[config.mk]
export PLATFORM = sky130hd
export DESIGN_NAME = arm_data_processing_alu_unit
export DESIGN_NICKNAME = d
export VERILOG_FILES = /design/src/rtl/core/adp_pkg.sv /design/src/rtl/core/adp_alu.sv /design/src/rtl/core/arm_data_processing_alu_unit.sv
export SDC_FILE = /design/constraint.sdc
export NUM_CORES = 1
export LEC_CHECK = 0
export BUFFER_PORTS_ARGS = -buffer_cell sky130_fd_sc_hd__buf_2
export CORE_MARGIN = 2
export CORE_UTILIZATION = 37
export CTS_CLUSTER_SIZE = 14
export DETAILED_ROUTE_END_ITERATION = 10
export PLACE_DENSITY_LB_ADDON = 0.05
export SYNTH_ARGS = -nofsm -noshare
export SYNTH_HDL_FRONTEND = slang
export SYNTH_SLANG_ARGS = --single-unit
[constraint.sdc]
create_clock -name clk -period 6.08 [get_ports clk]
set_input_delay 0.304 -clock clk [delete_from_list [all_inputs] [get_ports clk]]
set_output_delay 0.304 -clock clk [all_outputs]
set_load 0.01 [all_outputs]
[src/rtl/core/adp_pkg.sv]
package adp_pkg;

    localparam int DATA_W = 32;

    localparam logic [3:0] OP_AND = 4'd0;
    localparam logic [3:0] OP_EOR = 4'd1;
    localparam logic [3:0] OP_SUB = 4'd2;
    localparam logic [3:0] OP_RSB = 4'd3;
    localparam logic [3:0] OP_ADD = 4'd4;
    localparam logic [3:0] OP_ADC = 4'd5;
    localparam logic [3:0] OP_SBC = 4'd6;
    localparam logic [3:0] OP_RSC = 4'd7;
    localparam logic [3:0] OP_TST = 4'd8;
    localparam logic [3:0] OP_TEQ = 4'd9;
    localparam logic [3:0] OP_CMP = 4'd10;
    localparam logic [3:0] OP_CMN = 4'd11;
    localparam logic [3:0] OP_ORR = 4'd12;
    localparam logic [3:0] OP_MOV = 4'd13;
    localparam logic [3:0] OP_BIC = 4'd14;
    localparam logic [3:0] OP_MVN = 4'd15;

    localparam logic [3:0] PC_INDEX = 4'd15;

    typedef struct packed {
        logic n;
        logic z;
        logic c;
        logic v;
    } flags_t;

    typedef struct packed {
        logic [3:0]        func;
        logic              set_flags;
        logic [DATA_W-1:0] first_operand;
        logic [DATA_W-1:0] second_operand;
        logic              shifter_carry;
        logic [3:0]        dest_index;
    } op_t;

    typedef struct packed {
        logic [DATA_W-1:0] result_value;
        logic              write_enable;
        logic [3:0]        dest_out;
        flags_t            flags;
        logic              restore_status;
    } res_t;

endpackage

[src/rtl/core/adp_alu.sv]
module adp_alu
(
    input  adp_pkg::op_t   op,
    input  adp_pkg::flags_t flags_cur,
    output adp_pkg::res_t  res
);

    logic [adp_pkg::DATA_W-1:0] add_x;
    logic [adp_pkg::DATA_W-1:0] add_y;
    logic                       add_cin;
    logic [adp_pkg::DATA_W:0]   sum;
    logic [adp_pkg::DATA_W-1:0] logic_r;
    logic [adp_pkg::DATA_W-1:0] r;
    logic                       arith;
    logic                       carry;
    logic                       ovf;
    logic                       is_test;
    adp_pkg::flags_t            f;

    // operand steering for the shared adder
    always_comb
    begin
        add_x   = op.first_operand;
        add_y   = op.second_operand;
        add_cin = 1'b0;
        arith   = 1'b1;
        logic_r = op.first_operand & op.second_operand;
        case (op.func)
            adp_pkg::OP_AND, adp_pkg::OP_TST:
            begin
                arith = 1'b0;
            end
            adp_pkg::OP_EOR, adp_pkg::OP_TEQ:
            begin
                arith   = 1'b0;
                logic_r = op.first_operand ^ op.second_operand;
            end
            adp_pkg::OP_SUB, adp_pkg::OP_CMP:
            begin
                add_y   = ~op.second_operand;
                add_cin = 1'b1;
            end
            adp_pkg::OP_RSB:
            begin
                add_x   = op.second_operand;
                add_y   = ~op.first_operand;
                add_cin = 1'b1;
            end
            adp_pkg::OP_ADD, adp_pkg::OP_CMN:
            begin
                add_cin = 1'b0;
            end
            adp_pkg::OP_ADC:
            begin
                add_cin = flags_cur.c;
            end
            adp_pkg::OP_SBC:
            begin
                add_y   = ~op.second_operand;
                add_cin = flags_cur.c;
            end
            adp_pkg::OP_RSC:
            begin
                add_x   = op.second_operand;
                add_y   = ~op.first_operand;
                add_cin = flags_cur.c;
            end
            adp_pkg::OP_ORR:
            begin
                arith   = 1'b0;
                logic_r = op.first_operand | op.second_operand;
            end
            adp_pkg::OP_MOV:
            begin
                arith   = 1'b0;
                logic_r = op.second_operand;
            end
            adp_pkg::OP_BIC:
            begin
                arith   = 1'b0;
                logic_r = op.first_operand & ~op.second_operand;
            end
            default:
            begin
                arith   = 1'b0;
                logic_r = ~op.second_operand;
            end
        endcase
    end

    assign sum   = {1'b0, add_x} + {1'b0, add_y} + {{adp_pkg::DATA_W{1'b0}}, add_cin};
    assign carry = sum[adp_pkg::DATA_W];
    assign r     = arith ? sum[adp_pkg::DATA_W-1:0] : logic_r;
    assign ovf   = (add_x[adp_pkg::DATA_W-1] ^ r[adp_pkg::DATA_W-1])
                 & (add_y[adp_pkg::DATA_W-1] ^ r[adp_pkg::DATA_W-1]);

    assign is_test = (op.func == adp_pkg::OP_TST) || (op.func == adp_pkg::OP_TEQ)
                  || (op.func == adp_pkg::OP_CMP) || (op.func == adp_pkg::OP_CMN);

    always_comb
    begin
        f = flags_cur;
        if (op.set_flags)
        begin
            f.n = r[adp_pkg::DATA_W-1];
            f.z = (r == '0);
            f.c = arith ? carry : op.shifter_carry;
            f.v = arith ? ovf : flags_cur.v;
        end
    end

    assign res.result_value   = r;
    assign res.write_enable   = ~is_test;
    assign res.dest_out       = op.dest_index;
    assign res.flags          = f;
    assign res.restore_status = op.set_flags && (op.dest_index == adp_pkg::PC_INDEX);

endmodule

[src/rtl/core/arm_data_processing_alu_unit.sv]
// Result path: an accepted transaction is held in the input register, then its result in the result register.
// Throughput: one transaction per cycle while out_ready is high; stored NZCV updates as an op
// leaves the input register, so the next op sees it without a bubble.
// Reset: rst_n asynchronous active low; empties both stages and clears NZCV to zero.
module arm_data_processing_alu_unit
(
    input  logic        clk,
    input  logic        rst_n,
    input  logic        in_valid,
    output logic        in_ready,
    input  logic [3:0]  func,
    input  logic        set_flags,
    input  logic [31:0] first_operand,
    input  logic [31:0] second_operand,
    input  logic        shifter_carry,
    input  logic [3:0]  dest_index,
    output logic        out_valid,
    input  logic        out_ready,
    output logic [31:0] result_value,
    output logic        write_enable,
    output logic [3:0]  dest_out,
    output logic [3:0]  flags_out,
    output logic        restore_status
);

    logic            op_valid_reg;
    adp_pkg::op_t    op_reg;
    logic            res_valid_reg;
    adp_pkg::res_t   res_reg;
    adp_pkg::flags_t flags_reg;
    adp_pkg::res_t   res_next;
    logic            advance;

    assign advance  = op_valid_reg && (!res_valid_reg || out_ready);
    assign in_ready = !op_valid_reg || advance;

    adp_alu u_alu
    (
        .op        (op_reg),
        .flags_cur (flags_reg),
        .res       (res_next)
    );

    always_ff @(posedge clk or negedge rst_n)
    begin
        if (!rst_n)
        begin
            op_valid_reg  <= 1'b0;
            res_valid_reg <= 1'b0;
            flags_reg     <= '0;
        end
        else
        begin
            if (in_ready)
            begin
                op_valid_reg <= in_valid;
            end
            if (advance)
            begin
                res_valid_reg <= 1'b1;
                flags_reg     <= res_next.flags;
            end
            else if (out_ready)
            begin
                res_valid_reg <= 1'b0;
            end
        end
    end

    always_ff @(posedge clk)
    begin
        if (in_valid && in_ready)
        begin
            op_reg.func           <= func;
            op_reg.set_flags      <= set_flags;
            op_reg.first_operand  <= first_operand;
            op_reg.second_operand <= second_operand;
            op_reg.shifter_carry  <= shifter_carry;
            op_reg.dest_index     <= dest_index;
        end
        if (advance)
        begin
            res_reg <= res_next;
        end
    end

    assign out_valid      = res_valid_reg;
    assign result_value   = res_reg.result_value;
    assign write_enable   = res_reg.write_enable;
    assign dest_out       = res_reg.dest_out;
    assign flags_out      = res_reg.flags;
    assign restore_status = res_reg.restore_status;

    a_flags_match: assert property (@(posedge clk) disable iff (!rst_n)
        res_valid_reg |-> (res_reg.flags == flags_reg))
        else $error("result flags differ from stored NZCV");

    a_flags_hold: assert property (@(posedge clk) disable iff (!rst_n)
        (advance && !op_reg.set_flags) |=> (flags_reg == $past(flags_reg)))
        else $error("NZCV changed without S bit");

    a_advance_fills: assert property (@(posedge clk) disable iff (!rst_n)
        advance |=> res_valid_reg)
        else $error("result register not loaded");

    a_restore_pc: assert property (@(posedge clk) disable iff (!rst_n)
        (res_valid_reg && res_reg.restore_status) |-> (res_reg.dest_out == adp_pkg::PC_INDEX))
        else $error("restore strobe without PC destination");

    a_stall_full: assert property (@(posedge clk) disable iff (!rst_n)
        !in_ready |-> (op_valid_reg && res_valid_reg))
        else $error("input stalled while a stage is empty");

endmodule

; ---- Word level (Yosys, flattened, before mapping)
; Cells that the tools add are included.
[totals]
ff_bits = 122
in_bits = 78
out_inout_bits = 44
[op_classes]
bitwise = 10
reduce_logical = 20
mux = 11
n_addsub = 2
eq_ne = 15
[op_table]
columns = operator, count
row1 = $pmux 32 s5, 1
row2 = $and 32x32->32, 2
row3 = $mux 32, 2
row4 = $not 32->32, 2
row5 = $pmux 32 s2, 1
row6 = $add 32x32->33, 1
row7 = $add 33x1->33, 1
row8 = $eq 4x4->1 const B, 8
row9 = $logic_not 32->1, 1
row10 = $or 32x32->32, 1
row11 = $xor 32x32->32, 1
row12 = $eq 4x3->1 const B, 4
row13 = $reduce_or 10->1, 1
row14 = $reduce_or 3->1, 3
row15 = $eq 4x2->1 const B, 2
row16 = $reduce_or 8->1, 1
row17 = $logic_or 1x1->1, 5
row18 = $mux 1, 5
row19 = $eq 4x1->1 const B, 1
row20 = $logic_not 4->1, 1
row21 = $mux 4, 1
row22 = $reduce_or 2->1, 2
row23 = $logic_and 1x1->1, 3
row24 = $logic_not 1->1, 2
row25 = other kinds (5), 6

; ---- Depth between registers and ports, before layout
[depth]
ltp_word = 10
mapped_depth = 21

; ---- Hierarchy
; Synthesis repeated with hierarchy kept, for this count alone.
[unflattened]
cells_unflattened = 1128
area_unflattened_um2 = 9635.5
[by_module_without_submodules]
columns = mod, area_per_inst_um2, cells_each, instances
row1 = adp_alu, 5885.6, 995, 1
row2 = arm_data_processing_alu_unit, 3749.8, 133, 1

; ---- Worst setup path before layout
; OpenSTA, ideal clock, no wires.
[synth_path]
path_type = register to register
startpoint = reg op_reg[71] (netlist bit)
endpoint = reg flags_reg[2] (netlist bit)
setup_time_ns = 0.095
synth_period_minus_slack_ns = 4.298
stages_incl_launch_ff = 20
t_arrival_ns = 4.202
path_slack_ns = 1.782
n_path_buf = 5
path_cell_list = edfxtp_1 > buf_4 > buf_4 > buf_4 > nand3_1 > clkbuf_1 > clkbuf_1 > a31oi_1 > fa_1 > inv_1 > fa_1 > a21oi_1 > o211ai_2 > nand3_2 > a21oi_2 > o211ai_2 > a21boi_1 > o31ai_1 > or3_2 > o31ai_1
[synth_rtl]
columns = item, line_no
row1 = start: declaration, arm_data_processing_alu_unit.sv:27  ; adp_pkg::op_t op_reg;
row2 = end signal: assignment, arm_data_processing_alu_unit.sv:61  ; flags_reg <= res_next.flags;
row3 = end: declaration, arm_data_processing_alu_unit.sv:30  ; adp_pkg::flags_t flags_reg;

==> impl_metrics.ini <==
[detailed_routing]
top_layer = met4
drt_pass1_iterations = 6
route.final.wire_length_mm = 33.4
wl_met2_mm = 13.5
drtIter0Drc = 1038
routedWlPerCell_um = 21.2
met1_length_mm = 16.6
drc_errors = 0
num_vias = 9233
drtAntennaViolNets = 0
wl_met3_mm = 2.79
vias_per_cell = 5.86

[synthesis]
synth.ff_latch_count = 122
synthDistinctLibCells = 89
number_of_enable_type_register_cells_in_the_synthesized_netlist = 116
synthCells = 1136
synth_largest_type_area_fraction_pct = 35.5
synth_area_um2 = 9820
synth-async-reset-ratio_pct = 4.92
syn-mean-instance-area_um2 = 8.64
synth.yosys.seq_area_share_pct = 37.0
biggest_area_contributors_in_the_synthesized_netlist = sky130_fd_sc_hd__edfxtp_1 35%, sky130_fd_sc_hd__o21ai_0 9.4%, sky130_fd_sc_hd__ha_1 8.0%, sky130_fd_sc_hd__nand2_1 5.5%, sky130_fd_sc_hd__inv_1 3.0%
yosys_warnings = 0
syn_nets = 1279
ys_flop_type = sky130_fd_sc_hd__edfxtp_1
yosysTopAreaCell = sky130_fd_sc_hd__edfxtp_1

[worst_setup_path]
crit_buf_inv = 2
worstPathArrival_ns = 5.28
start_kind = flop
cp.depth = 17
critPathMaxStageDelay_ns = 0.89
critical_path.cell_chain = nand3_2 > buf_4 > nand2_1 > buf_4 > nand2_1 > o21ai_0 > o21ai_0 > ha_1 > a21o_1 > nand3_1 > nor4_1 > o31ai_1 > a32oi_2 > xnor2_1 > o211ai_4 > or3_2 > o31ai_1
reg2regPathDepth = 17
cp_top_family = simple AND/OR/NAND/NOR gates
critPathKind = flop to flop
crit_path_top_delay_cell = sky130_fd_sc_hd__edfxtp_1
crit_required_ns = 6.41
cp-end-kind = flop
cp_max_fo = 23

[clock_network]
clockRootBuffer = sky130_fd_sc_hd__clkbuf_16
clock_insertion_delay_worst_skew_ns = 0.43
cts.clk_slew.worst_paths_ns = 0.06
clock_sink_count = 122
cts_made_buffers = 17
cts_tree = done
cts.repair.resized = 0
h-tree-depth = 4
maximum_clock_insertion_buffer_count = 2

[sta]
max-slew-margin-rel_pct = 31.2
finalSetupViolations = 0
timing.fmax_mhz = 202
min_period_over_period_pct = 81.4
clock_skew_ns = 0.0155
finalCriticalPeriod_ns = 4.95
fin_setup_tns_ns = 0
worst_pin_slew_ns = 1.03
final-max-slew-violation-count = 0
grt_setup_unrepaired = no
hold_viol_final = 0

[worst_hold_path]
hold_path.class = input pin to flop
timing.hold.worst_path_depth = 1

[global_route]
grt_antenna_before_repair = 0
first_global_vias = 8484
grt_start_max_net_pins = 76
grt_util_all_layers_pct = 23.8
grt_overflow_total = 0
grt_pass1_wl_mm = 51.4

[power]
power.density_cell_area_nw_per_um2 = 280
vdd_ir_drop_max_v = 0.000157
power.static_leakage_uw = 0.00468

[layout]
nNetsFinal = 1372
ratio_of_cells_with_drive_above_1_in_the_final_layout_pct = 17.3
flow.area_growth_from_synthesis_pct = 14.9
fill_cell_total_of_the_finished_layout = 2616
antennaDiodeCount = 0
layout.area.seq_um2 = 3630
multi_input_area_um2 = 5550
largest_register_ff_count = 74
most-common-layout-cells = 185 x sky130_fd_sc_hd__o21ai_0, 143 x sky130_fd_sc_hd__nand2_1, 121 x sky130_fd_sc_hd__buf_2
final_util_pct = 43.3
layout.cells.most_common = sky130_fd_sc_hd__o21ai_0

[floorplanning]
io_pins = 122
die_h_um = 167
floorplan.initialDensity_pct = 37.7
core_um2 = 26100
die-width_um = 167
rows = 59
floorplan.die_area_um2 = 27900

[place]
routabilityCongestion = 0.883
dpl.hpwl_mm = 24.5
portBuffers = 121

[run]
drv_cap = 0

[outcome]
run_status = finished, final reports clean
cell usage after synthesis, types with 4 or more instances:
master,number
sky130_fd_sc_hd__edfxtp_1,116
sky130_fd_sc_hd__mux2_2,6
sky130_fd_sc_hd__nand3_1,20
sky130_fd_sc_hd__a211oi_1,12
sky130_fd_sc_hd__or3_1,8
sky130_fd_sc_hd__o31ai_1,10
sky130_fd_sc_hd__o21ai_1,4
sky130_fd_sc_hd__mux2i_1,16
sky130_fd_sc_hd__a2bb2oi_1,6
sky130_fd_sc_hd__nor3_1,18
sky130_fd_sc_hd__o22ai_1,11
sky130_fd_sc_hd__o21ai_0,185
sky130_fd_sc_hd__o21a_1,10
sky130_fd_sc_hd__dfrtp_1,6
sky130_fd_sc_hd__a221o_1,11
sky130_fd_sc_hd__o211a_1,4
sky130_fd_sc_hd__buf_1,5
sky130_fd_sc_hd__a221oi_1,7
sky130_fd_sc_hd__a22oi_1,9
sky130_fd_sc_hd__o221ai_1,6
sky130_fd_sc_hd__nor2b_1,6
sky130_fd_sc_hd__a21oi_2,6
sky130_fd_sc_hd__ha_1,63
sky130_fd_sc_hd__xnor2_1,5
sky130_fd_sc_hd__o211ai_1,11
sky130_fd_sc_hd__and3_1,6
sky130_fd_sc_hd__xor2_1,5
sky130_fd_sc_hd__clkbuf_1,26
sky130_fd_sc_hd__and2_1,8
sky130_fd_sc_hd__o2bb2ai_1,10
sky130_fd_sc_hd__inv_1,79
sky130_fd_sc_hd__a21o_1,16
sky130_fd_sc_hd__a21oi_1,58
sky130_fd_sc_hd__buf_2,26
sky130_fd_sc_hd__nor4_1,5
sky130_fd_sc_hd__nand3b_1,6
sky130_fd_sc_hd__nand2b_1,10
sky130_fd_sc_hd__nor2_1,71
sky130_fd_sc_hd__buf_4,9
sky130_fd_sc_hd__nand2_1,143
sky130_fd_sc_hd__a31oi_1,5
sky130_fd_sc_hd__nand4_1,13
sky130_fd_sc_hd__o311ai_0,4
worst paths after layout:
path	from	to	slack (ns)
setup / recovery	op_reg[71]	flags_reg[2]	1.13
hold / removal	first_operand[28]	op_reg[65]	0.04
setup reg to reg	op_reg[71]	flags_reg[2]	1.13
hold reg to reg	op_reg[3]	dest_out[3]	0.44
max in group asynchronous	rst_n	flags_reg[1]	5.68
min in group asynchronous	rst_n	out_valid	0.24
where the power goes:
| part | total (uW) | internal [uW] | switching (uW) |
|---|---|---|---|
| registers | 1100 | 1030 | 63.6 |
| logic | 998 | 359 | 639 |
| clock network | 1070 | 645 | 426 |
| total | 3160 | 2040 | 1130 |
layout make-up:
class                      count  share of cell area, %
sequential                   122                   32.2
tap                          335                   3.71
clock inverter                14                   1.54
clock buffer                  17                   3.77
multi-input combinational    863                   49.2
inverter                      82                   2.73
timing repair buffer         143                   6.85
routing by layer:
metal  global-route usage (%)  up-vias
li1                         -     4424
met1                     37.2     4348
met2                     32.7      428
met3                     4.97       33
met4                     6.75        0
met5                        0        -
per-stage QoR:
| stage | hold slack [ns] | cell area [um2] | setup slack [ns] | instances | power [uW] |
|---|---|---|---|---|---|
| 3_5_place_dp | 0.153 | 10700 | 1.28 | 1544 | 2090 |
| 2_1_floorplan | 0.00841 | 9820 | 1.78 | 1136 | 1770 |
| 6_report | 0.0404 | 11300 | 1.13 | 1576 | 3160 |
| 4_1_cts | 0.0333 | 11300 | 1.29 | 1576 | 3170 |
| 3_3_place_gp | 0.146 | 10700 | 1.39 | 1544 | 2080 |
| 5_1_grt | 0.0358 | 11300 | 0.734 | 1576 | 3330 |
cells by family after synthesis:
kind of cell | count (synthesis) | synth area share [%]
AND/OR/NAND/NOR | 338 | 16.1
AO/OA/AOI/OAI | 428 | 28.6
XOR/XNOR | 10 | 0.892
buffers and inverters | 151 | 6.68
multiplexers | 22 | 2.32
adder cells (fa/ha/maj) | 65 | 8.43
flip-flops | 122 | 37.0
what timing repair did:
| action | CTS | global route |
|---|---|---|
| hold endpoints to repair | 6 | 0 |
| buffers inserted | 0 | 0 |
| hold buffers | 1 | 0 |
Note: power is estimated with default switching activity, not from simulation.
